## config.mk

```make
export PLATFORM = sky130hd
export DESIGN_NAME = ptvm_div
export DESIGN_NICKNAME = d
export VERILOG_FILES = /design/src/ptvm_pkg.sv /design/src/ptvm_div.sv
export SDC_FILE = /design/constraint.sdc
export NUM_CORES = 1
export LEC_CHECK = 0
export BUFFER_PORTS_ARGS = -buffer_cell sky130_fd_sc_hd__buf_2
export CAP_MARGIN = 10
export CORE_ASPECT_RATIO = 0.7
export CORE_MARGIN = 2
export CORE_UTILIZATION = 48
export CTS_CLUSTER_SIZE = 25
export DETAILED_ROUTE_END_ITERATION = 6
export PLACE_DENSITY = 0.82
export SYNTH_ARGS = -nofsm -noshare
export SYNTH_HDL_FRONTEND = slang
export SYNTH_SLANG_ARGS = --single-unit
```

## constraint.sdc

```tcl
create_clock -name clk_i -period 3.6 [get_ports clk_i]
set_input_delay 0.36 -clock clk_i [delete_from_list [all_inputs] [get_ports clk_i]]
set_output_delay 0.36 -clock clk_i [all_outputs]
set_load 0.03 [all_outputs]
```

## src/ptvm_pkg.sv

```systemverilog
// Shared types, constants and table builders for the tone voice mixer.
package ptvm_pkg;

  localparam int MAX_VOICES      = 16;
  localparam int SINE_TABLE_BITS = 10;
  localparam int PAN_TABLE_BITS  = 8;

  localparam int SLOT_W    = $clog2(MAX_VOICES);
  localparam int VCNT_W    = $clog2(MAX_VOICES + 1);
  localparam int SINE_SIZE = (1 << SINE_TABLE_BITS) + 1;
  localparam int PAN_SIZE  = (1 << PAN_TABLE_BITS) + 1;
  localparam int SIDX_W    = SINE_TABLE_BITS + 1;
  localparam int PIDX_W    = PAN_TABLE_BITS + 1;
  localparam int KT_W      = 17 + PAN_TABLE_BITS;
  localparam int GAIN_W    = 15;
  localparam int ACC_W     = 48 + SLOT_W;
  localparam int PROD_W    = ACC_W + GAIN_W;
  localparam int IT_W      = $clog2(ACC_W + 1);
  localparam int CFG_IDX_W = 3;
  localparam int CFG_DAT_W = 32;

  localparam logic [31:0] PHASE_SCALE_RST  = 32'd89478;
  localparam logic [15:0] ATTACK_STEP_RST  = 16'd273;
  localparam logic [15:0] RELEASE_STEP_RST = 16'd23;
  localparam logic [14:0] OUTPUT_GAIN_RST  = 15'd32767;
  localparam logic [63:0] HALF_PI_Q30      = 64'd1686629713;

  typedef enum logic [1:0] {
    OP_TICK    = 2'd0,
    OP_NOTE_ON = 2'd1,
    OP_NOTE_OFF = 2'd2,
    OP_ALL_OFF = 2'd3
  } op_e;

  typedef enum logic [1:0] {
    STAT_OK      = 2'd0,
    STAT_IGNORED = 2'd1,
    STAT_FULL    = 2'd2
  } status_e;

  typedef enum logic [CFG_IDX_W-1:0] {
    CFG_PHASE_SCALE  = 3'd0,
    CFG_ATTACK_STEP  = 3'd1,
    CFG_RELEASE_STEP = 3'd2,
    CFG_OUTPUT_GAIN  = 3'd3,
    CFG_ENGINE_RUN   = 3'd4
  } cfg_reg_e;

  typedef struct packed {
    logic [6:0]  note;
    logic [7:0]  instrument;
    logic [31:0] phase;
    logic [31:0] step;
    logic [15:0] level;
    logic [15:0] target;
    logic [15:0] pan;
    logic        releasing;
  } slot_t;

  typedef logic [14:0] sine_rom_t [SINE_SIZE];
  typedef logic [15:0] pan_rom_t [PAN_SIZE];

  // Quarter sine from a truncating Taylor series in Q2.30.
  function automatic sine_rom_t build_sine();
    sine_rom_t          t;
    logic [63:0]        x;
    logic [63:0]        x2;
    logic [63:0]        term;
    logic [63:0]        v;
    logic signed [63:0] sum;
    for (int i = 0; i < SINE_SIZE; i++) begin
      x    = (HALF_PI_Q30 * 64'(i)) >> SINE_TABLE_BITS;
      x2   = (x * x) >> 30;
      term = x;
      sum  = $signed(x);
      for (int k = 1; k <= 7; k++) begin
        term = ((term * x2) >> 30) / 64'((2 * k) * (2 * k + 1));
        if ((k & 1) == 1) sum = sum - $signed(term);
        else sum = sum + $signed(term);
      end
      if (sum < 0) sum = 64'sd0;
      v = (64'(sum) * 64'd32767 + (64'd1 << 29)) >> 30;
      t[i] = (v > 64'd32767) ? 15'd32767 : 15'(v);
    end
    return t;
  endfunction

  function automatic logic [15:0] isqrt64(input logic [63:0] v_in);
    logic [63:0] v;
    logic [63:0] res;
    logic [63:0] b;
    v   = v_in;
    res = 64'd0;
    b   = 64'd1 << 62;
    while (b > v) b = b >> 2;
    while (b != 64'd0) begin
      if (v >= res + b) begin
        v   = v - (res + b);
        res = (res >> 1) + b;
      end else begin
        res = res >> 1;
      end
      b = b >> 2;
    end
    return 16'(res);
  endfunction

  function automatic pan_rom_t build_pan();
    pan_rom_t t;
    for (int k = 0; k < PAN_SIZE; k++) begin
      t[k] = isqrt64(64'(k) << (30 - PAN_TABLE_BITS));
    end
    return t;
  endfunction

endpackage

```

## src/ptvm_div.sv

```systemverilog
// Restoring divider, one quotient bit per cycle, for the mix magnitude over the voice count.
module ptvm_div import ptvm_pkg::*; (
  input  logic              clk_i,
  input  logic              rst_ni,
  input  logic              start_i,
  input  logic [ACC_W-1:0]  dividend_i,
  input  logic [VCNT_W-1:0] divisor_i,
  output logic              done_o,
  output logic [ACC_W-1:0]  quotient_o
);

  logic              busy_q;
  logic              done_q;
  logic [IT_W-1:0]   it_q;
  logic [VCNT_W-1:0] rem_q;
  logic [ACC_W-1:0]  dvd_q;
  logic [VCNT_W:0]   trial;
  logic [VCNT_W:0]   diff;
  logic              ge;

  assign trial = {rem_q, dvd_q[ACC_W-1]};
  assign diff  = trial - {1'b0, divisor_i};
  assign ge    = trial >= {1'b0, divisor_i};

  always_ff @(posedge clk_i or negedge rst_ni) begin
    if (!rst_ni) begin
      busy_q <= 1'b0;
      done_q <= 1'b0;
      it_q   <= '0;
    end else if (start_i) begin
      busy_q <= 1'b1;
      done_q <= 1'b0;
      it_q   <= IT_W'(ACC_W);
    end else if (busy_q) begin
      it_q <= it_q - IT_W'(1);
      if (it_q == IT_W'(1)) begin
        busy_q <= 1'b0;
        done_q <= 1'b1;
      end
    end else begin
      done_q <= 1'b0;
    end
  end

  always_ff @(posedge clk_i) begin
    if (start_i) begin
      rem_q <= '0;
      dvd_q <= dividend_i;
    end else if (busy_q) begin
      rem_q <= ge ? diff[VCNT_W-1:0] : trial[VCNT_W-1:0];
      dvd_q <= {dvd_q[ACC_W-2:0], ge};
    end
  end

  assign done_o     = done_q;
  assign quotient_o = dvd_q;

endmodule

```

==> results.yml <==
run_status:
  status: "finished clean"
min_path:
  hold_depth: 2
  hold_path_end: "quotient_o[12]"
  holdCritStartpoint: "dividend_i[12]"
  min_path_type: "input port to flop"
yosys:
  async_flop_share: 0.1231
  synth_edf_count: 52
  yosys.area.top_type_share: 0.5155
  yosysSeqAreaShare: 0.6146
  netlist_area_um2: 3029
  synth_common_cells: "52 x edfxtp_1, 52 x mux2_1, 12 x inv_1"
  syn_inst: 202
  synth.distinct_cells: 36
  synth.largest_area_cell: "edfxtp_1"
  syn_area_per_cell_um2: 15.00
  ys_ff_latch: 65
  synth.area.top_cells: "edfxtp_1 52%, mux2_1 19%, dfrtp_1 6.6%"
  yosys_warnings: 0
  synth-main-ff-cell: "edfxtp_1"
  syn-num-nets: 270
sta:
  slew_violations: 0
  fmax_mhz: 439.9
  worst_slack_ns: 1.327
  min_period_over_period: 0.6314
  tightest_slew_ns: 0.7836
  fin_worst_skew_ns: 0.01006
  hold_viol_final: 0
  setup_viol: 0
  max_slew_margin: 0.4776
  rsz0062_at_grt: "false"
  min_period_ns: 2.273
  setup_tns_ns: 0
cts:
  numCtsBuffers: 9
  cts_tree: "done"
  max-clock-path-buffers: 2
  clock_latency_ns: 0.33
  cts.sinks: 65
  cts_setup_buffers: 0
  cts_max_level: 3
  clockRootBuffer: "clkbuf_8"
  clkTransAtPathRegs_ns: 0.07
route:
  post_drt_wl_per_cell_um: 14.69
  routed_wl_mm: 5.904
  drt_first_iter_violations: 87
  dr.pass1.iters: 4
  num_vias: 2018
  drc: 0
  avgViaCountPerCell: 5.020
  ant_nets: 0
die:
  top_level_ports: 113
  start_util: 0.4921
  die_area_um2: 6973
  die_y_um: 70.47
  core_area_um2: 6156
  rows: 24
  die_w_um: 98.95
worst_setup_path:
  endpoint_kind: "flop"
  startpoint_type: "flop"
  worstPathMaxFanout: 6
  worstSetupPathType: "flop to flop"
  worst-r2r-cell-count: 8
  crit_arrival_ns: 2.36
  crit_path_top_delay_cell: "edfxtp_1"
  required_ns: 3.69
  r2r_start: "quotient_o[51]"
  cp_cell_sequence: "inv_1 -> ha_1 -> inv_1 -> fa_1 -> a21oi_2 -> a21oi_2 -> or2_4 -> mux2_2"
  reg2reg_slack_ns: 1.33
  max_stage_delay_ns: 0.43
  reg2reg_to: "quotient_o[0]"
global_routing:
  grt_pass1_vias: 2003
  grt_overflow: 0
  grt_pass1_wl_mm: 9.577
  grtUsageTotal: 0.1777
  antenna_found_initial: 0
  grt_start_max_net_pins: 68
power_and_ir_drop:
  powerDensity_nw_per_um2: 541.5
  p_int_mw: 1.398
  power_mw: 2.071
  p_sw_frac: 0.3247
  combPwrFrac: 0.276
  p_sw_mw: 0.6723
  clkPwrFrac: 0.245
  seq_power_share: 0.480
  cellLeakagePower_nw: 1.667
  vdd_drop_max_mv: 0.3572
placed_design:
  io_buffers: 112
  place.gp.congestion: 0.8375
  pre_cts_ws_ns: 1.321
  hpwlAfterDp_mm: 4.222
final_layout:
  final_layout_size_suffix_gt1_frac: 0.4105
  antenna_cells: 0
  nets: 387
  n_fill_cell: 503
  syn_to_final_growth_pct: 26.23
job:
  cap_violations: 0
-- final cells by class --
type / instances / area [um2] / share of cell area
inverter: 12 / 45.04 / 0.01178
multi-input combinational: 116 / 1077 / 0.2817
timing repair buffer: 115 / 585.6 / 0.1531
clock buffer: 11 / 131.4 / 0.03436
sequential: 65 / 1862 / 0.4869
clock inverter: 5 / 25.02 / 0.006544
tap: 78 / 97.59 / 0.02552
-- worst max-delay path by stage --
stage	to	slack, ns	start	cells past startpoint
2_1_floorplan	quotient_o[0]	1.31	busy_q	3
3_3_place_gp	quotient_o[0]	1.40	quotient_o[51]	8
3_5_place_dp	quotient_o[0]	1.32	quotient_o[51]	8
4_1_cts	quotient_o[0]	1.32	quotient_o[51]	8
5_1_grt	quotient_o[0]	1.24	quotient_o[51]	8
6_report	quotient_o[0]	1.33	quotient_o[51]	8
-- routing by layer --
| layer | share of wire | routed length (um) | vias up | GRT usage |
|---|---|---|---|---|
| li1 | - | - | 987 | - |
| met1 | 0.47 | 2752 | 932 | 0.2449 |
| met2 | 0.43 | 2546 | 93 | 0.2560 |
| met3 | 0.094 | 554 | 6 | 0.07508 |
| met4 | 0.0086 | 51 | 0 | 0.05479 |
| met5 | 0 | 0 | - | 0 |
-- stage by stage --
step	utilization	cell area [um2]	hold WS, ns	std cells
final	0.6211	3824	0.3081	402
after global routing	0.6211	3824	0.2955	402
after CTS	0.6211	3824	0.2904	402
after detailed placement	0.5941	3657	0.2154	385
after global placement	0.5941	3657	0.2196	385
after floorplan	-	3029	0.06441	202
-- cell usage in the layout (no fill, tap or decap), types with 2 or more instances in the layout --
master	n
buf_2	112
mux2_1	52
edfxtp_1	52
inv_1	12
clkbuf_8	9
dfrtp_1	8
nand2_1	7
nor2_1	7
ha_1	7
dfxtp_1	5
xnor2_1	4
o21bai_1	4
nand2b_1	3
a21oi_1	3
nand3_1	2
a21oi_2	2
nor3_1	2
xor2_1	2
nor4b_1	2
a311oi_1	2
clkbuf_1	2
clkinv_2	2
clkinv_1	2
buf_4	2
-- registers in the layout, summed over array words and instances, names as in the netlist --
| register | cells |
|---|---|
| done_o | 1 |
| quotient_o | 52 |
| it_q | 6 |
| rem_q | 5 |
| busy_q | 1 |
-- critical path: cells and delay by family, from the launching register on --
family	cells	cell delay, ns
compound gates	2	0.33
fa+ha+maj	2	0.58
buf+inv	2	0.14
flops	1	0.43
mux	1	0.26
simple gates	1	0.29
-- what timing repair did --
item / CTS / global route
hold endpoints to repair: 8 / 0
hold buffers: 1 / 0
gates resized for setup: 0 / 0
-- power groups by stage --
stage                     Clock, mW  Sequential [mW]  Combinational, mW
final                         0.507            0.993              0.571
after global routing          0.556             1.01              0.624
after CTS                     0.522            0.993              0.573
after detailed placement          0             1.01              0.569
after global placement            0             1.00              0.557
after floorplan                   0             1.14              0.272
-- cells by family (layout without fill, tap and decap cells) --
logic type / Yosys count / count (layout) / synth area share
muxes: 53 / 53 / 0.1970
AOI/OAI and AO/OA: 17 / 17 / 0.04585
and+or+nand+nor: 32 / 32 / 0.05990
DFF: 65 / 65 / 0.6146
xor gates and xnor gates: 6 / 6 / 0.01735
adders and majority gates: 8 / 8 / 0.03552
buffers and inverters: 21 / 143 / 0.02974
Power figures use the tool's default switching activity.
